## src/hdl/ipcso_pkg.sv

```systemverilog
// ----------------------------------------------------------------------------
// ipcso_pkg: shared types, codes and helpers for the checksum offload block
// Status and kind codes, protocol numbers, header offsets, the snapshot of
// one finished packet and the ones-complement adders.
// ----------------------------------------------------------------------------
package ipcso_pkg;

  // Default packet length limit in bytes
  localparam int MAX_PACKET_BYTES_DEF = 65535;

  // Result status codes
  localparam logic [1:0] ST_OK      = 2'd0;
  localparam logic [1:0] ST_SHORT   = 2'd1;
  localparam logic [1:0] ST_VERSION = 2'd2;
  localparam logic [1:0] ST_LONG    = 2'd3;

  // Layer 4 kind codes
  localparam logic [1:0] KIND_NONE = 2'd0;
  localparam logic [1:0] KIND_TCP  = 2'd1;
  localparam logic [1:0] KIND_UDP  = 2'd2;

  // IP version and protocol numbers
  localparam logic [3:0] IP_V4     = 4'd4;
  localparam logic [3:0] IP_V6     = 4'd6;
  localparam logic [7:0] PROTO_TCP = 8'd6;
  localparam logic [7:0] PROTO_UDP = 8'd17;

  // Header layout (byte offsets and sizes)
  localparam int OFF_V4_PROTO   = 9;
  localparam int OFF_V6_NEXTHDR = 6;
  localparam int OFF_V4_CSUM    = 10;
  localparam int OFF_V4_SADDR   = 12;
  localparam int OFF_V6_SADDR   = 8;
  localparam int V4_MIN_HDR     = 20;
  localparam int V6_HDR         = 40;
  localparam int TCP_OFF_DOFF   = 12;
  localparam int TCP_OFF_CSUM   = 16;
  localparam int UDP_OFF_CSUM   = 6;
  localparam int UDP_HDR        = 8;

  // Snapshot of one packet taken on its last byte
  typedef struct packed {
    logic [1:0]  err;      // bit 0 bad version, bit 1 overlong
    logic [3:0]  ver;
    logic [5:0]  hdr_bytes;
    logic [7:0]  proto;
    logic [3:0]  tcp_doff;
    logic [15:0] hdr_sum;
    logic [15:0] pseudo_sum;
    logic [15:0] seg_sum;
    logic [15:0] len;
    logic [15:0] l4_len;
  } fin_t;

  // Two-operand ones-complement add with end-around carry
  function automatic logic [15:0] oc_add(input logic [15:0] a, input logic [15:0] b);
    logic [16:0] s;
    s = {1'b0, a} + {1'b0, b};
    return s[15:0] + {15'd0, s[16]};
  endfunction

  // Three-operand ones-complement add, folded twice
  function automatic logic [15:0] oc_sum3(input logic [15:0] a, input logic [15:0] b,
                                          input logic [15:0] c);
    logic [17:0] s;
    logic [16:0] f;
    s = {2'b00, a} + {2'b00, b} + {2'b00, c};
    f = {1'b0, s[15:0]} + {15'd0, s[17:16]};
    return f[15:0] + {15'd0, f[16]};
  endfunction

endpackage

```

## src/hdl/ip_tcp_udp_checksum_offload.sv

```systemverilog
// ----------------------------------------------------------------------------
// ip_tcp_udp_checksum_offload: streaming IPv4/IPv6 TCP/UDP checksum engine
// Parses the IP header of a byte stream and reports header and L4 checksums.
// ----------------------------------------------------------------------------
// Usage:
//   in_*  : one packet byte per beat in wire order, in_tlast on the final byte.
//   out_* : one result beat per packet, issued after the final byte.
//           out_tuser = status, IPv4 checksum valid flag and L4 kind;
//           out_tdata = IPv4 header checksum, L4 checksum, L4 checksum offset.
// Path: the last byte's beat passes the input register, the running-sum stage
//   and the result stage, each registered, before the result beat is valid.
// Throughput: one byte per cycle while in_tready is high; packets run back to
//   back with no gap unless a last byte must wait for a free result stage.
// Reset: rst_n (synchronous, active low) empties all stages and restarts the
//   byte counter, so the next byte is taken as byte 0 of a packet.
// Stall: while out_tready is low, a waiting result holds in the output
//   register and one more in the snapshot stage; bytes that are not the last
//   of a packet keep flowing, and in_tready drops only when a last byte finds
//   both result stages full.
// ----------------------------------------------------------------------------
module ip_tcp_udp_checksum_offload #(
  parameter int MAX_PACKET_BYTES = ipcso_pkg::MAX_PACKET_BYTES_DEF
) (
  input  logic        clk,
  input  logic        rst_n,
  // input stream
  input  logic        in_tvalid,
  output logic        in_tready,
  input  logic [7:0]  in_tdata,   // [7:0] data_byte
  input  logic        in_tlast,
  // result stream
  output logic        out_tvalid,
  input  logic        out_tready,
  output logic [47:0] out_tdata,  // [15:0] ip_checksum, [31:16] l4_checksum,
                                  // [47:32] l4_csum_offset
  output logic [4:0]  out_tuser   // [1:0] status, [2] ip_csum_valid, [4:3] l4_kind
);
  import ipcso_pkg::*;

  localparam int CNT_W = $clog2(MAX_PACKET_BYTES + 1);
  localparam logic [CNT_W-1:0] MAX_CNT = CNT_W'(MAX_PACKET_BYTES);

  // --------------------------------------------------------------------------
  // Handshake and stage control
  // --------------------------------------------------------------------------
  logic             in_valid_r;
  logic [7:0]       in_data_r;
  logic             in_last_r;
  logic             fin_valid_r;
  fin_t             fin_r;
  logic             out_valid_r;
  logic [47:0]      out_data_r;
  logic [4:0]       out_user_r;

  logic out_free, fin_free, proc, proc_last, in_free;

  assign out_free  = !out_valid_r || out_tready;
  assign fin_free  = !fin_valid_r || out_free;
  assign proc      = in_valid_r && (!in_last_r || fin_free);
  assign proc_last = proc && in_last_r;
  assign in_free   = !in_valid_r || proc;
  assign in_tready = in_free;

  // Capture the input beat
  always_ff @(posedge clk) begin
    if (!rst_n) begin
      in_valid_r <= 1'b0;
    end else if (in_free) begin
      in_valid_r <= in_tvalid;
    end
    if (in_free && in_tvalid) begin
      in_data_r <= in_tdata;
      in_last_r <= in_tlast;
    end
  end

  // --------------------------------------------------------------------------
  // Running-sum stage: per-packet parse state
  // --------------------------------------------------------------------------
  logic [CNT_W-1:0] cnt_r, cnt_nxt;
  logic [3:0]       ver_r, ver_nxt;
  logic [5:0]       hb_r, hb_nxt;
  logic [7:0]       proto_r, proto_nxt;
  logic [3:0]       doff_r, doff_nxt;
  logic [7:0]       held_r, held_nxt;
  logic [15:0]      hsum_r, hsum_nxt;
  logic [15:0]      psum_r, psum_nxt;
  logic [15:0]      ssum_r, ssum_nxt;
  logic [1:0]       err_r, err_nxt;

  logic             first, okay, is_v4, cap, word_en;
  logic             hdr_hit, ps_hit, seg_hit;
  logic [7:0]       proto_b, held_b;
  logic [3:0]       doff_b;
  logic [15:0]      hsum_b, psum_b, ssum_b, word;
  logic [CNT_W-1:0] hb_x, pos, rel, len_a, l4len_a;

  always_comb begin
    first = (cnt_r == '0);

    // Byte 0 sets version and header length
    ver_nxt = first ? in_data_r[7:4] : ver_r;
    hb_nxt  = hb_r;
    if (first) begin
      if (ver_nxt == IP_V4) begin
        hb_nxt = {in_data_r[3:0], 2'b00};
      end else if (ver_nxt == IP_V6) begin
        hb_nxt = 6'(V6_HDR);
      end else begin
        hb_nxt = 6'd0;
      end
    end
    hb_x = CNT_W'(hb_nxt);

    // Error flags: bad version on byte 0, overlong past the length limit
    err_nxt[0] = first ? !((ver_nxt == IP_V4) || (ver_nxt == IP_V6)) : err_r[0];
    err_nxt[1] = (first ? 1'b0 : err_r[1]) | (cnt_r >= MAX_CNT);
    okay       = (err_nxt == 2'b00);
    is_v4      = (ver_nxt == IP_V4);

    // Restart accumulators on byte 0
    proto_b = first ? 8'd0  : proto_r;
    doff_b  = first ? 4'd0  : doff_r;
    held_b  = first ? 8'd0  : held_r;
    hsum_b  = first ? 16'd0 : hsum_r;
    psum_b  = first ? 16'd0 : psum_r;
    ssum_b  = first ? 16'd0 : ssum_r;

    // Protocol byte
    cap = okay && ((is_v4 && cnt_r == CNT_W'(OFF_V4_PROTO)) ||
                   (ver_nxt == IP_V6 && cnt_r == CNT_W'(OFF_V6_NEXTHDR)));
    proto_nxt = cap ? in_data_r : proto_b;

    // TCP data offset byte
    doff_nxt = doff_b;
    if (okay && proto_nxt == PROTO_TCP && cnt_r >= hb_x &&
        (cnt_r - hb_x) == CNT_W'(TCP_OFF_DOFF)) begin
      doff_nxt = in_data_r[7:4];
    end

    // Hold the high byte of a word
    held_nxt = (okay && !cnt_r[0]) ? in_data_r : held_b;

    // Assemble a word; a trailing odd byte is padded with zero
    pos     = {cnt_r[CNT_W-1:1], 1'b0};
    word    = cnt_r[0] ? {held_b, in_data_r} : {in_data_r, 8'h00};
    word_en = okay && (cnt_r[0] || in_last_r);
    rel     = pos - hb_x;

    hdr_hit = is_v4 && (pos < hb_x) && (pos != CNT_W'(OFF_V4_CSUM));
    ps_hit  = is_v4 ? (pos >= CNT_W'(OFF_V4_SADDR) && pos < CNT_W'(V4_MIN_HDR))
                    : (pos >= CNT_W'(OFF_V6_SADDR) && pos < CNT_W'(V6_HDR));
    seg_hit = (pos >= hb_x) &&
              ((proto_nxt == PROTO_TCP && rel != CNT_W'(TCP_OFF_CSUM)) ||
               (proto_nxt == PROTO_UDP && rel != CNT_W'(UDP_OFF_CSUM)));

    // Accumulate
    hsum_nxt = (word_en && hdr_hit) ? oc_add(hsum_b, word) : hsum_b;
    if (cap) begin
      psum_nxt = oc_add(psum_b, {8'h00, in_data_r});
    end else if (word_en && ps_hit) begin
      psum_nxt = oc_add(psum_b, word);
    end else begin
      psum_nxt = psum_b;
    end
    ssum_nxt = (word_en && seg_hit) ? oc_add(ssum_b, word) : ssum_b;

    // Lengths for the snapshot
    len_a   = cnt_r + CNT_W'(1);
    l4len_a = is_v4 ? (len_a - hb_x) : (len_a - CNT_W'(V6_HDR));

    // Advance the byte counter, saturating at the limit; a last byte clears it
    if (in_last_r) begin
      cnt_nxt = '0;
    end else if (cnt_r < MAX_CNT) begin
      cnt_nxt = cnt_r + CNT_W'(1);
    end else begin
      cnt_nxt = cnt_r;
    end
  end

  // Update parse state on every processed byte
  always_ff @(posedge clk) begin
    if (!rst_n) begin
      cnt_r <= '0;
    end else if (proc) begin
      cnt_r <= cnt_nxt;
    end
    if (proc) begin
      ver_r   <= ver_nxt;
      hb_r    <= hb_nxt;
      proto_r <= proto_nxt;
      doff_r  <= doff_nxt;
      held_r  <= held_nxt;
      hsum_r  <= hsum_nxt;
      psum_r  <= psum_nxt;
      ssum_r  <= ssum_nxt;
      err_r   <= err_nxt;
    end
  end

  // Snapshot the packet on its last byte
  always_ff @(posedge clk) begin
    if (!rst_n) begin
      fin_valid_r <= 1'b0;
    end else if (fin_free) begin
      fin_valid_r <= proc_last;
    end
    if (proc_last) begin
      fin_r.err        <= err_nxt;
      fin_r.ver        <= ver_nxt;
      fin_r.hdr_bytes  <= hb_nxt;
      fin_r.proto      <= proto_nxt;
      fin_r.tcp_doff   <= doff_nxt;
      fin_r.hdr_sum    <= hsum_nxt;
      fin_r.pseudo_sum <= psum_nxt;
      fin_r.seg_sum    <= ssum_nxt;
      fin_r.len        <= 16'(len_a);
      fin_r.l4_len     <= 16'(l4len_a);
    end
  end

  // --------------------------------------------------------------------------
  // Result stage: checks and final checksums
  // --------------------------------------------------------------------------
  logic [1:0]  status_c, kind_c;
  logic        ipv_c, good_c;
  logic [15:0] ipc_c, l4c_c, l4off_c, hb16;

  always_comb begin
    status_c = ST_OK;
    kind_c   = KIND_NONE;
    ipv_c    = 1'b0;
    good_c   = 1'b0;
    ipc_c    = 16'd0;
    l4c_c    = 16'd0;
    l4off_c  = 16'd0;
    hb16     = 16'(fin_r.hdr_bytes);

    // IP level checks
    if (fin_r.err[1]) begin
      status_c = ST_LONG;
    end else if (fin_r.err[0]) begin
      status_c = ST_VERSION;
    end else if (fin_r.ver == IP_V4) begin
      if (fin_r.len < 16'(V4_MIN_HDR)) begin
        status_c = ST_SHORT;
      end else if (hb16 < 16'(V4_MIN_HDR)) begin
        status_c = ST_VERSION;
      end else if (fin_r.len <= hb16) begin
        status_c = ST_SHORT;
      end else begin
        ipv_c  = 1'b1;
        ipc_c  = ~fin_r.hdr_sum;
        good_c = 1'b1;
      end
    end else begin
      if (fin_r.len <= 16'(V6_HDR)) begin
        status_c = ST_SHORT;
      end else begin
        good_c = 1'b1;
      end
    end

    // Segment checks and checksum
    if (good_c) begin
      if (fin_r.proto == PROTO_TCP) begin
        if (fin_r.l4_len <= 16'(TCP_OFF_DOFF) ||
            16'({fin_r.tcp_doff, 2'b00}) >= fin_r.l4_len) begin
          status_c = ST_SHORT;
        end else begin
          kind_c  = KIND_TCP;
          l4off_c = hb16 + 16'(TCP_OFF_CSUM);
        end
      end else if (fin_r.proto == PROTO_UDP) begin
        if (fin_r.l4_len <= 16'(UDP_HDR)) begin
          status_c = ST_SHORT;
        end else begin
          kind_c  = KIND_UDP;
          l4off_c = hb16 + 16'(UDP_OFF_CSUM);
        end
      end
      if (kind_c != KIND_NONE) begin
        l4c_c = ~oc_sum3(fin_r.pseudo_sum, fin_r.l4_len, fin_r.seg_sum);
      end
    end
  end

  // Load the output register
  always_ff @(posedge clk) begin
    if (!rst_n) begin
      out_valid_r <= 1'b0;
    end else if (out_free) begin
      out_valid_r <= fin_valid_r;
    end
    if (out_free && fin_valid_r) begin
      out_data_r <= {l4off_c, l4c_c, ipc_c};
      out_user_r <= {kind_c, ipv_c, status_c};
    end
  end

  assign out_tvalid = out_valid_r;
  assign out_tdata  = out_data_r;
  assign out_tuser  = out_user_r;

  // --------------------------------------------------------------------------
  // Assertions
  // --------------------------------------------------------------------------
  // An L4 checksum is only reported on a clean packet
  a_kind_ok: assert property (@(posedge clk) disable iff (!rst_n)
    out_valid_r && out_user_r[4:3] != KIND_NONE |-> out_user_r[1:0] == ST_OK)
    else $error("L4 kind reported with non-ok status");

  // Version and overlong errors carry no checksums
  a_err_clean: assert property (@(posedge clk) disable iff (!rst_n)
    out_valid_r && (out_user_r[1:0] == ST_VERSION || out_user_r[1:0] == ST_LONG)
    |-> out_user_r[4:2] == 3'b000 && out_data_r == 48'd0)
    else $error("error result carries checksum fields");

  // The byte counter restarts after a last byte
  a_cnt_restart: assert property (@(posedge clk) disable iff (!rst_n)
    proc_last |=> cnt_r == '0)
    else $error("byte counter not cleared after last byte");

  // A blocked snapshot holds its contents
  a_fin_hold: assert property (@(posedge clk) disable iff (!rst_n)
    fin_valid_r && !out_free |=> fin_valid_r && $stable(fin_r))
    else $error("snapshot lost while output stalled");

  // No snapshot load without a processed last byte
  a_fin_src: assert property (@(posedge clk) disable iff (!rst_n)
    !fin_valid_r && !proc_last |=> !fin_valid_r)
    else $error("snapshot appeared without a last byte");

endmodule
```

## config.mk

```make
export PLATFORM = sky130hd
export DESIGN_NAME = ip_tcp_udp_checksum_offload
export DESIGN_NICKNAME = d
export VERILOG_FILES = /design/src/hdl/ipcso_pkg.sv /design/src/hdl/ip_tcp_udp_checksum_offload.sv
export SDC_FILE = /design/constraint.sdc
export NUM_CORES = 1
export LEC_CHECK = 0
export ABC_AREA = 1
export BUFFER_PORTS_ARGS = -buffer_cell sky130_fd_sc_hd__buf_2
export CAP_MARGIN = 20
export CORE_MARGIN = 2
export CORE_UTILIZATION = 64
export CTS_CLUSTER_DIAMETER = 80
export DETAILED_ROUTE_END_ITERATION = 10
export GPL_TIMING_DRIVEN = 1
export PLACE_DENSITY = 0.88
export RECOVER_POWER = 100
export SYNTH_ARGS = -nofsm -noshare
export SYNTH_HDL_FRONTEND = slang
export SYNTH_SLANG_ARGS = --single-unit
```

## constraint.sdc

```tcl
create_clock -name clk -period 6.81 [get_ports clk]
set_clock_uncertainty 0.05 [all_clocks]
set_input_delay 0.3405 -clock clk [delete_from_list [all_inputs] [get_ports clk]]
set_output_delay 0.3405 -clock clk [all_outputs]
set_load 0.005 [all_outputs]
```

Yosys cells after proc, flatten, opt, wreduce, memory -nomap -nowiden
Cells that the tools add are included.
{"block": "classes", "add_sub_neg": 19, "magnitude_cmp": 16, "n_eq_ne": 13, "muxes": 52, "bitwise": 4, "reduce_logical": 45}
{"op": "$mux 16", "count": 12}
{"op": "$add 16x1->16", "count": 5}
{"op": "$add 16x16->17", "count": 4}
{"op": "$sub 16x6->16", "count": 3}
{"op": "$eq 16x4->1 const B", "count": 2}
{"op": "$ge 16x4->1 const B", "count": 2}
{"op": "$ge 16x6->1", "count": 2}
{"op": "$le 16x4->1 const B", "count": 2}
{"op": "$lt 16x5->1 const B", "count": 2}
{"op": "$mux 8", "count": 4}
{"op": "$not 16->16", "count": 2}
{"op": "$mux 2", "count": 14}
{"op": "$logic_and 1x1->1", "count": 22}
{"op": "$mux 7", "count": 3}
{"op": "$add 17x16->18", "count": 1}
{"op": "$mux 6", "count": 3}
{"op": "$add 16x2->17", "count": 1}
{"op": "$add 16x8->17", "count": 1}
{"op": "$add 16x1->16 const B", "count": 1}
{"op": "$eq 16x3->1 const B", "count": 1}
{"op": "$eq 8x3->1 const B", "count": 2}
{"op": "$eq 8x5->1 const B", "count": 2}
{"op": "$ge 16x16->1 const B", "count": 1}
{"op": "$ge 6x16->1", "count": 1}
{"op": "25 further kinds", "count": 56}
{"block": "totals", "reg_bits": 265, "input_bits": 13, "output_inout_bits": 55, "word_cells": 180}

Logic depth before layout (Yosys ltp)
Gate-level depths: netlist of run 1.
{"block": "logic_depth", "word_depth": 15, "mapped_depth": 43, "mapped_depth_nobuf": 41}

Least setup slack after synthesis of run 1
No wires, ideal clock.
{"block": "synth_timing", "kind": "register -> register", "startpoint": "register fin_r[1] in the netlist's numbering", "endpoint": "register out_data_r[30] (netlist: out_tdata[30]), data pin", "setup_ps": 257, "arrival_time_ps": 5912, "t_required_ps": 6503, "path_slack_ps": 591, "stages_incl_launch_ff": 37, "path_buffers": 0, "period_less_slack_ps": 6219, "path_cell_list": "edfxtp_1 fa_1 ha_1 inv_1 fa_1 o21ai_0 nand3_1 o2111ai_1 nand2_1 a21oi_1 nand2_1 a21oi_1 inv_1 fa_1 nor2_1 nand4_1 nor2_1 nand3_1 nor3_1 nand2_1 nor3_1 nand4_1 nor2_1 ha_1 ha_1 nand3_1 nor2_1 nand2_1 nor2_1 nand2_1 or2_2 nor2_1 nand2_1 nor2_1 nand2_1 nor3_1 nor2_1"}
{"block": "synth_between", "elab_chain_cells": 7, "elab_cells_between_ends": 16, "classes_between": "add/sub: 4; order compare: 3; mux: 5; bitwise: 1; reduce/logical: 3"}
{"item": "from (decl)", "line_no": "ip_tcp_udp_checksum_offload.sv:50", "text": "fin_t fin_r;"}
{"item": "branches (longest 7 deep; another with $add 17x16->18)"}
{"item": "to (signal assigned)", "line_no": "ip_tcp_udp_checksum_offload.sv:297", "text": "out_data_r <= {l4off_c, l4c_c, ipc_c};"}
{"item": "to (decl)", "line_no": "ip_tcp_udp_checksum_offload.sv:52", "text": "logic [47:0] out_data_r;"}
Several ways; the timed one is not identified. The select of a mux whose other input is x is not followed.
A chain may end at the register's enable or synchronous reset.

Worst setup path in the final report of run 1
Same ends and word-level chain as after synthesis.

==> flow_metrics.env, run 1 <==
export IMPL_insertion_delay_ns=0.55
export IMPL_grt_pass1_vias=14700
export IMPL_regToRegEndpoint="out_tdata[30]$_SDFFCE_PN0P_"
export IMPL_die_area_um2=29300
export IMPL_syn_cell_area_um2=17900
export IMPL_hold_violations=0
export IMPL_hp_class="in -> reg"
export IMPL_diodes=0
export IMPL_finalHoldWorstSlack_ns=0.0269
export IMPL_wirelength_um=47200
export IMPL_regToRegStartpoint="fin_r[1]$_DFFE_PP_"
export IMPL_violations="max-capacitance violations, max-slew violations"
export IMPL_finish_utilization_pct=70.8
export IMPL_status="complete, but fails checks"
export IMPL_finalMaxSlewViolations=224
export IMPL_cts_max_path_buffers=3
export IMPL_cts_num_sinks=256
export IMPL_slew_headroom_pct=-195
export IMPL_crit_required_ns=7.05
export IMPL_ir_worst_vdd_uv=221
export IMPL_ys_seq_area_share_pct=41.9
export IMPL_worst_pin_slew_ns=4.42
export IMPL_fin_crit_sh_pct=96.2
export IMPL_grt_first_pass_wirelength_um=73100
export IMPL_slowest_stage="fa_1"
export IMPL_setup_worst_path_end="out_tdata[30]$_SDFFCE_PN0P_"
export IMPL_cts_tree="built"
export IMPL_max_freq_mhz=153
export IMPL_cts_made_buffers=27
export IMPL_yosysUniqueCellTypes=55
export IMPL_ys_seq_elements=256
export IMPL_grt_overflow=0
export IMPL_die_w_um=171
export IMPL_p_leak_uw=0.00885
export IMPL_worst_r2r_path_depth=36
export IMPL_drv_cap=4
export IMPL_cp_start_kind="flip-flop"
export IMPL_critPathMaxFanout=3
export IMPL_drc_errors=0
export IMPL_track_usage_pct=31.9
export IMPL_grt_max_degree=83
export IMPL_core_area_um2=27600
export IMPL_ant_nets=0
export IMPL_final_cell_mix="458 x nand2_1, 334 x inv_1, 253 x nor2_1"
export IMPL_critical_path_max_stage_delay_ns=0.56
export IMPL_worst_ep_arrival_time_ns=6.79
export IMPL_crit_start="fin_r[1]$_DFFE_PP_"
export IMPL_final_common_cell="nand2_1"
export IMPL_place_congestion=1.02
export IMPL_ys_flop_type="edfxtp_1"
export IMPL_setup_ws_ns=0.258
export IMPL_first_pass_iters=8
export IMPL_rows=61
export IMPL_ys_warn_count=0
export IMPL_setup_viol=0
export IMPL_critPathKind="reg -> reg"
export IMPL_viasPerCell=5.80
export IMPL_grt_setup_unrepaired="yes"
export IMPL_antenna_found_initial=0
export IMPL_path_common_cell="nand2_1"
export IMPL_dp_hpwl_um=35100
export IMPL_setup_worst_path_end_class="flip-flop"
export IMPL_wl_per_cell_um=17.8
export IMPL_syn_instance_count=2164
export IMPL_synth_avg_cell_area_um2=8.27
export IMPL_start_util_pct=64.8
export IMPL_place_ws_ns=-0.0485
export IMPL_cts_root_buf="clkbuf_16"
export IMPL_dp_cells=2578
export IMPL_fin_nets=2395
export IMPL_clk_pin_slew_ns=0.06
export IMPL_portBuffers=58
export IMPL_r2r_slack_ns=0.26
export IMPL_ys_async_sr_fraction_pct=0
export IMPL_dpl_instance_area_um2=18500
export IMPL_min_period_ns=6.55
export IMPL_synth_edf_count=237
export IMPL_io_pins=68
export IMPL_vias=15400
export IMPL_final_cells=2647
export IMPL_drive_above_1_share_pct=7.27
export IMPL_cts_max_level=1
export IMPL_die_h_um=171
export IMPL_power_density_nw_per_um2=200
export IMPL_area_growth_syn_to_layout_pct=9.38
export IMPL_fin_area_um2=19600
export IMPL_dr_first_iter_drc_count=1573
## timing repair
action	in CTS	in global routing
setup endpoints to repair	1	12
hold buffers	10	0
buffers inserted	0	9
pin swaps	0	6
resized for setup	1	30
endpoints found under the hold margin	10	0
## worst min path at each step
| stage | from | to | depth (start not counted) |
|---|---|---|---|
| 2_1_floorplan | in_tdata[0] | in_data_r[0]$_DFFE_PP_ | 0 |
| 6_report | in_tvalid | in_valid_r$_SDFFE_PN0N_ | 3 |
| 3_5_place_dp | fin_r[64]$_DFFE_PP_ | out_tdata[0]$_SDFFCE_PP0P_ | 1 |
| 4_1_cts | in_tvalid | in_valid_r$_SDFFE_PN0N_ | 3 |
| 5_1_grt | in_tvalid | in_valid_r$_SDFFE_PN0N_ | 3 |
| 3_3_place_gp | fin_r[77]$_DFFE_PP_ | out_tdata[13]$_SDFFCE_PP0P_ | 1 |
## per-layer routing
metal / wire length [um] / up-vias / GRT usage (%)
met5: 0 / - / 0
met4: 2630 / 0 / 15.8
met3: 4290 / 174 / 4.65
met2: 22000 / 785 / 53.8
met1: 18200 / 7089 / 40.3
li1: - / 7308 / -
## kinds of logic (layout without fill, tap and decap cells)
logic type	Yosys count	count (layout)	share of synthesized area, %
simple gates	986	986	24.4
fa+ha+maj	132	132	10.2
xor+xnor	123	123	6.02
buf+inv	386	483	8.57
flops	256	256	41.9
other cells	1	9	0.0210
mux	4	4	0.252
compound gates	276	276	8.62
## per-stage QoR
stage | power (uW) | setup TNS [ns]
2_1_floorplan | 2320 | 0
5_1_grt | 4050 | -0.376
3_5_place_dp | 2490 | -0.0485
6_report | 3920 | 0
4_1_cts | 3890 | 0
3_3_place_gp | 2460 | 0
## cell usage after synthesis (4+ instances only)
cell | count | share of area [%]
nor3b_1 | 4 | 0.17
edfxtp_1 | 237 | 40
o21ai_1 | 13 | 0.36
buf_4 | 13 | 0.55
o21bai_1 | 5 | 0.21
xor2_1 | 93 | 4.6
nand2_1 | 449 | 9.4
clkbuf_1 | 20 | 0.42
o21ai_0 | 78 | 2.2
xnor2_1 | 30 | 1.5
dfxtp_1 | 19 | 2.1
nand3b_1 | 4 | 0.17
nor4_1 | 11 | 0.38
nand3_2 | 8 | 0.45
a31oi_1 | 9 | 0.31
and3_1 | 4 | 0.14
o211ai_1 | 4 | 0.17
inv_2 | 6 | 0.13
nor2_2 | 5 | 0.17
nor3_1 | 42 | 1.2
a21oi_1 | 120 | 3.4
nand3_1 | 129 | 3.6
buf_6 | 4 | 0.25
o2111ai_1 | 5 | 0.24
buf_2 | 5 | 0.14
fa_1 | 23 | 2.6
inv_1 | 333 | 7.0
ha_1 | 109 | 7.6
nor2_4 | 8 | 0.50
o22ai_1 | 8 | 0.28
nand4_1 | 28 | 0.98
or2_2 | 10 | 0.35
nor2_1 | 254 | 5.3
mux2_2 | 4 | 0.25
nand2_2 | 15 | 0.52
o21a_1 | 6 | 0.25
a22oi_1 | 5 | 0.21
nand2_4 | 6 | 0.38
o31ai_1 | 5 | 0.21
## where the power goes
group          switching, uW  internal (uW)  leakage (uW)
sequential              24.4           1770       0.00239
clock                    613            801      0.000400
combinational            480            223       0.00606
## final cells by class
| class | count | area [um^2] |
|---|---|---|
| Clock inverter | 15 | 126 |
| Inverter | 342 | 1280 |
| Multi-Input combinational cell | 1530 | 8970 |
| Fill cell | 2143 | 8060 |
| Tap cell | 378 | 473 |
| Clock buffer | 33 | 698 |
| Sequential cell | 256 | 7500 |
| Timing Repair Buffer | 93 | 523 |
## flip-flops by register name, indices dropped and copies added, names as in the netlist, 2 cells and up
| name | cells |
|---|---|
| psum_r | 16 |
| held_r | 8 |
| ssum_r | 16 |
| out_tdata | 39 |
| cnt_r | 16 |
| hb_r | 6 |
| out_tuser | 5 |
| doff_r | 4 |
| in_data_r | 8 |
| err_r | 2 |
| fin_r | 104 |
| hsum_r | 16 |
| ver_r | 4 |
| proto_r | 8 |
## worst max-delay path, delay by kind of cell, from the launching register on
family / cells / cell delay [ns]
and+or+nand+nor: 24 / 3.06
adders and majority gates: 6 / 1.97
AOI/OAI and AO/OA: 4 / 0.61
DFF: 1 / 0.45
buffers and inverters: 2 / 0.15
(Power assumes the default switching activity.)
==> run 2, diff against run 1 <==
--- a/config.mk
+++ b/config.mk
@@ -5,15 +5,14 @@
 export SDC_FILE = /design/constraint.sdc
 export NUM_CORES = 1
 export LEC_CHECK = 0
-export ABC_AREA = 1
 export BUFFER_PORTS_ARGS = -buffer_cell sky130_fd_sc_hd__buf_2
 export CAP_MARGIN = 20
 export CORE_MARGIN = 2
-export CORE_UTILIZATION = 64
+export CORE_UTILIZATION = 63
 export CTS_CLUSTER_DIAMETER = 80
 export DETAILED_ROUTE_END_ITERATION = 10
 export GPL_TIMING_DRIVEN = 1
-export PLACE_DENSITY = 0.88
+export PLACE_DENSITY = 0.87
 export RECOVER_POWER = 100
 export SYNTH_ARGS = -nofsm -noshare
 export SYNTH_HDL_FRONTEND = slang
==> run 2 against run 1 <==
Against the previous run:
- the run still ends with max-capacitance violations, max-slew violations left
- non-clock buffer count is 5 higher
- wire length is 7.9% lower
- clock power rose by 9%
- sequential cell count is the same
- synthesized cell count is 21% lower
- via count decreased by 11%
- combinational power is 2% lower
- first-iteration DRC count decreased by 4.1%
- count of clock-buffer cells in the layout is 2 lower
- area after synthesis down 2.3%
- global-route usage decreased by 1.7 points
- setup slack gained 0.051 ns
==> flow_metrics.env, run 2 <==
export IMPL_status="complete, but fails checks"
export IMPL_violations="max-capacitance violations, max-slew violations"
export IMPL_ant_nets=0
export IMPL_final_cell_mix="237 x edfxtp_1, 136 x nor2_1, 117 x nand2_1"
export IMPL_ys_flop_type="edfxtp_1"
export IMPL_max_freq_mhz=154
export IMPL_first_pass_iters=6
export IMPL_syn_instance_count=1699
export IMPL_ys_seq_area_share_pct=42.9
export IMPL_crit_required_ns=7.12
export IMPL_synth_top_area_cell="edfxtp_1"
export IMPL_worst_ep_arrival_time_ns=6.81
export IMPL_grt_first_pass_wirelength_um=68900
export IMPL_drc_errors=0
export IMPL_critPathMaxFanout=6
export IMPL_power_density_nw_per_um2=210
export IMPL_n_fill_cell=1900
export IMPL_cts_num_sinks=256
export IMPL_grt_overflow=0
export IMPL_synth_edf_count=237
export IMPL_cts_made_buffers=27
export IMPL_die_area_um2=29100
export IMPL_critPathKind="reg -> reg"
export IMPL_ir_worst_vdd_uv=202
export IMPL_start_util_pct=64.5
export IMPL_wirelength_um=43400
export IMPL_totalPowerFinal_uw=4040
export IMPL_wl_per_cell_um=20.0
export IMPL_syn_cell_area_um2=17500
export IMPL_regToRegStartpoint="fin_r[2]$_DFFE_PP_"
export IMPL_ys_async_sr_fraction_pct=0
export IMPL_antenna_found_initial=0
export IMPL_min_period_ns=6.50
export IMPL_dr_first_iter_drc_count=1508
export IMPL_setup_worst_path_end_class="flip-flop"
export IMPL_clk_pin_slew_ns=0.06
export IMPL_ys_warn_count=0
export IMPL_core_area_um2=27100
export IMPL_track_usage_pct=30.1
export IMPL_grt_max_degree=82
export IMPL_crit_start="fin_r[2]$_DFFE_PP_"
export IMPL_io_pins=68
export IMPL_tns_ns=0
export IMPL_drv_cap=4
export IMPL_largest_reg_flops=104
export IMPL_fin_area_um2=19200
export IMPL_p_leak_uw=0.00749
export IMPL_portBuffers=58
export IMPL_synth_most_common_cell="edfxtp_1"
export IMPL_cts_max_path_buffers=3
export IMPL_grt_setup_unrepaired="no"
export IMPL_synth_area_leaders="edfxtp_1 41%, ha_1 7.8%, xnor2_1 5.5%"
export IMPL_cp_start_kind="flip-flop"
export IMPL_slew_headroom_pct=-201
export IMPL_die_w_um=171
export IMPL_dp_hpwl_um=31700
export IMPL_finalMaxSlewViolations=216
export IMPL_fin_nets=1920
export IMPL_final_common_cell="edfxtp_1"
export IMPL_cts_max_level=1
export IMPL_finish_utilization_pct=70.9
export IMPL_cts_root_buf="clkbuf_16"
export IMPL_place_congestion=0.937
export IMPL_rows=60
export IMPL_final_cells=2167
export IMPL_ys_seq_elements=256
export IMPL_area_growth_syn_to_layout_pct=9.97
export IMPL_min_from="in_tvalid"
export IMPL_worst_pin_slew_ns=4.52
export IMPL_synth_avg_cell_area_um2=10.3
export IMPL_cts_tree="built"
export IMPL_setup_worst_path_end="out_tdata[31]$_SDFFCE_PN0P_"
export IMPL_insertion_delay_ns=0.55
export IMPL_regMostFlops="fin_r"
export IMPL_r2r_slack_ns=0.31
export IMPL_vias=13600
export IMPL_grt_pass1_vias=13200
export IMPL_worst_r2r_path_depth=24
export IMPL_fin_crit_sh_pct=95.5
export IMPL_die_h_um=171
export IMPL_setup_viol=0
export IMPL_regToRegEndpoint="out_tdata[31]$_SDFFCE_PN0P_"
export IMPL_viasPerCell=6.28
export IMPL_synthTopCellsByCount="237 x edfxtp_1, 136 x nor2_1, 117 x nand2_1, 110 x xnor2_1, 109 x ha_1"
export IMPL_dpl_instance_area_um2=18200
export IMPL_hp_class="in -> reg"
export IMPL_yosysUniqueCellTypes=100
export IMPL_dp_cells=2106
export IMPL_diodes=0
export IMPL_drive_above_1_share_pct=9.14
export IMPL_hold_violations=0
export IMPL_synth_top_area_share_pct=40.7
==> run 2: cell types whose count changed in the layout (fill, tap and decap cells not counted), moves of 29 or more <==
cell     previous run  this run
nand2_1           458       117
nand3_1           130        50
xor2_1             93        62
nor2b_1             0        29
xnor2_1            30       110
nor2_1            253       136
inv_1             334        81
and2_1              2        52
==> run 2: how the worst min path moves through the flow <==
stage / endpoint / cells past startpoint
3_3_place_gp: out_tdata[6]$_SDFFCE_PP0P_ / 1
2_1_floorplan: in_data_r[0]$_DFFE_PP_ / 0
5_1_grt: in_valid_r$_SDFFE_PN0N_ / 3
6_report: in_valid_r$_SDFFE_PN0N_ / 3
3_5_place_dp: out_tdata[11]$_SDFFCE_PP0P_ / 1
4_1_cts: in_valid_r$_SDFFE_PN0N_ / 3
==> run 2: area by class of cell <==
cell class	instances	area [um^2]	area share, %
inverters	82	308	1.60
repair buffers	98	544	2.83
multi-input cells	1310	9480	49.3
clock inverters	18	204	1.06
well taps	372	465	2.42
clock buffers	31	722	3.76
flip-flops and latches	256	7500	39.0
==> run 2: metal layers <==
metal  GRT usage, %  routed length [um]  up-vias
li1               -                   -     6387
met1           39.8               17600     6474
met2           48.5               20100      620
met3           4.46                3500      135
met4           15.4                2280        0
met5              0                   0        -
==> run 2: power breakdown <==
group	leakage, uW	total, uW	internal (uW)	switching (uW)
combinational	0.00463	688	261	427
sequential	0.00241	1800	1770	29.8
clock	0.000455	1540	914	630
total	0.00749	4040	2950	1090
==> run 2: per-stage QoR <==
step | hold slack [ns] | setup WS, ns
2_1_floorplan | 0.389 | 0.538
3_3_place_gp | 0.457 | 0.317
3_5_place_dp | 0.459 | 0.0599
4_1_cts | 0.000275 | 0.0999
5_1_grt | 0.0593 | 0.0210
6_report | 0.0117 | 0.309
==> run 2: kinds of logic (layout without fill, tap and decap cells) <==
logic type,after synthesis,after routing,share of synthesized area (%)
buf+inv,141,229,3.44
xor+xnor,173,173,8.75
fa+ha+maj,136,136,10.7
mux,38,38,2.38
other cells,1,9,0.0215
flops,256,256,42.9
compound gates,374,374,14.1
simple gates,580,580,17.8
==> run 2: critical path, stage by stage (launching register included) <==
cell	delay, ns
edfxtp_1	0.42
fa_1	0.53
ha_1	0.36
a211oi_2	0.24
o21ai_1	0.15
o21ba_2	0.27
a21oi_1	0.13
a21oi_1	0.11
a21o_1	0.19
a21oi_1	0.17
xnor2_1	0.14
ha_1	0.21
inv_1	0.07
fa_2	0.37
nand3b_4	0.22
or2_4	0.31
nor4b_4	0.29
ha_1	0.22
nand3_1	0.13
nor2_1	0.12
nand2_1	0.12
nor4b_2	0.34
or4b_4	0.51
or4_1	0.49
a21oi_1	0.16
==> run 2: what timing repair did <==
action | in CTS | in global routing
resized for setup | 1 | 12
hold buffers | 9 | 0
endpoints found under the setup margin | 1 | 2
hold endpoints to repair | 9 | 0
setup buffers | 0 | 2
pin swaps | 0 | 2
==> run 3, diff against run 2 <==
--- a/config.mk
+++ b/config.mk
@@ -7,6 +7,7 @@
 export LEC_CHECK = 0
 export BUFFER_PORTS_ARGS = -buffer_cell sky130_fd_sc_hd__buf_2
 export CAP_MARGIN = 20
+export CORE_ASPECT_RATIO = 2
 export CORE_MARGIN = 2
 export CORE_UTILIZATION = 63
 export CTS_CLUSTER_DIAMETER = 80
==> run 3 against run 2 <==
Against the previous run:
- largest power group unchanged
- combinational power grew 3.9%
- setup slack lost 0.056 ns
- clock power shrank 4%
- critical path type unchanged
- the run still ends with max-capacitance violations, max-slew violations left
- wire length grew 12%
==> flow_metrics.env, run 3 (same netlist as run 2, synthesis figures left out) <==
export IMPL_critPathMaxFanout=20
export IMPL_start_util_pct=63.7
export IMPL_r2r_slack_ns=0.25
export IMPL_crit_start="cnt_r[1]$_SDFFE_PN0P_"
export IMPL_insertion_delay_ns=0.56
export IMPL_p_leak_uw=0.00764
export IMPL_clk_pin_slew_ns=0.07
export IMPL_antenna_found_initial=0
export IMPL_worst_ep_arrival_time_ns=6.77
export IMPL_setup_viol=0
export IMPL_io_pins=68
export IMPL_drc_errors=0
export IMPL_grt_first_pass_wirelength_um=75100
export IMPL_worstPathCellList="inv_1 -> ha_1 -> nor3b_2 -> nand4_4 -> and2_0 -> ha_1 -> fa_1 -> a211oi_1 -> o21ai_0 -> a211oi_1 -> o31ai_1 -> a21oi_1 -> nor2b_1 -> o21ai_0 -> nand2b_1 -> buf_12 -> ha_1 -> ha_1 -> and3_1 -> nand3_1 -> buf_4 -> nor2_1 -> xor2_1 -> mux2_1"
export IMPL_tns_ns=0
export IMPL_drive_above_1_share_pct=10.4
export IMPL_largest_reg_flops=104
export IMPL_top_layer="met4"
export IMPL_final_cell_mix="237 x edfxtp_1, 135 x nor2_1, 116 x nand2_1"
export IMPL_ant_nets=0
export IMPL_worst_pin_slew_ns=3.83
export IMPL_drv_cap=6
export IMPL_portBuffers=58
export IMPL_violations="max-capacitance violations, max-slew violations"
export IMPL_grt_pass1_vias=14500
export IMPL_final_common_cell="edfxtp_1"
export IMPL_rows=86
export IMPL_dr_wl_met3_um=2930
export IMPL_core_area_um2=27400
export IMPL_dr_wl_met2_um=25200
export IMPL_first_pass_iters=6
export IMPL_track_usage_pct=33.7
export IMPL_vias=14200
export IMPL_setup_worst_path_end_class="flip-flop"
export IMPL_die_w_um=122
export IMPL_die_area_um2=29200
export IMPL_dr_first_iter_drc_count=1323
export IMPL_path_common_cell="ha_1"
export IMPL_ir_worst_vdd_uv=254
export IMPL_n_fill_cell=2024
export IMPL_wl_per_cell_um=22.4
export IMPL_cts_max_level=1
export IMPL_cts_root_buf="clkbuf_16"
export IMPL_regMostFlops="fin_r"
export IMPL_cts_tree="built"
export IMPL_final_cells=2170
export IMPL_slowest_stage="a211oi_1"
export IMPL_slew_headroom_pct=-155
export IMPL_fin_crit_sh_pct=96.3
export IMPL_cts_num_sinks=256
export IMPL_fin_area_um2=19400
export IMPL_wirelength_um=48600
export IMPL_critical_path_max_stage_delay_ns=0.67
export IMPL_hp_class="in -> reg"
export IMPL_status="complete, but fails checks"
export IMPL_grt_overflow=0
export IMPL_cts_made_buffers=24
export IMPL_cp_num_buf_inv=3
export IMPL_drt_met1_wl_um=15300
export IMPL_dp_cells=2115
export IMPL_finalHoldWorstSlack_ns=0.137
export IMPL_min_period_ns=6.56
export IMPL_diodes=0
export IMPL_hold_violations=0
export IMPL_viasPerCell=6.53
export IMPL_power_density_nw_per_um2=207
export IMPL_cts_max_path_buffers=3
export IMPL_critPathKind="reg -> reg"
export IMPL_cp_top_family="compound AO/OA/AOI/OAI gates"
export IMPL_min_from="rst_n"
export IMPL_max_freq_mhz=153
export IMPL_die_h_um=240
export IMPL_regToRegStartpoint="cnt_r[1]$_SDFFE_PN0P_"
export IMPL_dpl_instance_area_um2=18400
export IMPL_grt_max_degree=68
export IMPL_place_congestion=1.05
export IMPL_cp_start_kind="flip-flop"
export IMPL_area_growth_syn_to_layout_pct=10.9
export IMPL_dp_hpwl_um=36700
export IMPL_finalMaxSlewViolations=256
export IMPL_fin_nets=1945
export IMPL_crit_required_ns=7.02
run 3: cell count changes in the layout (fill, tap and decap cells not counted), sizes merged:
cell / delta
clkinvlp: -1
dlygate4sd3: +1
buf: +30
clkinv: -1
clkbuf: -6
run 3: cell type report:
type	instances	area, um^2	share of cell area, %
Sequential cell	256	7500	38.7
Multi-Input combinational cell	1310	9480	48.9
Timing Repair Buffer	126	778	4.02
Clock buffer	28	658	3.40
Clock inverter	16	218	1.12
Inverter	82	308	1.59
Tap cell	352	440	2.27
run 3: report_power, final:
| group | leakage [uW] | internal [uW] | total (uW) | switching [uW] |
|---|---|---|---|---|
| combinational | 0.00480 | 274 | 715 | 442 |
| clock | 0.000427 | 857 | 1480 | 625 |
| sequential | 0.00241 | 1770 | 1810 | 32.4 |
run 3: path summary, 6_finish.rpt:
| kind | cells after the start | end |
|---|---|---|
| max | 24 | ssum_r[8]$_DFFE_PP_ |
| min | 2 | out_tvalid$_SDFFE_PN0N_ |
| max reg2reg | 24 | ssum_r[8]$_DFFE_PP_ |
| min reg2reg | 1 | out_tdata[9]$_SDFFCE_PP0P_ |
run 3: routing by layer:
metal,up-vias,track usage [%]
met5,-,0
met4,0,29.1
met3,271,4.93
met2,682,61.1
met1,6767,32.2
li1,6444,-
run 3: what timing repair did:
item,4_1_cts,5_1_grt
gates resized for setup,1,12
setup endpoints to repair,1,12
cloned,0,0
hold buffers,10,0
hold endpoints to repair,10,0
pin swaps,0,4
setup buffers,0,1
run 3: per-stage QoR:
stage	utilization [%]	setup WS [ns]	total power, uW
after global routing	70.6	-0.0165	4120
after CTS	70.8	0.0698	3980
after global placement	67.2	0.116	2490
after detailed placement	67.2	0.00868	2520
after floorplan	-	0.538	2330
final	70.6	0.254	4000
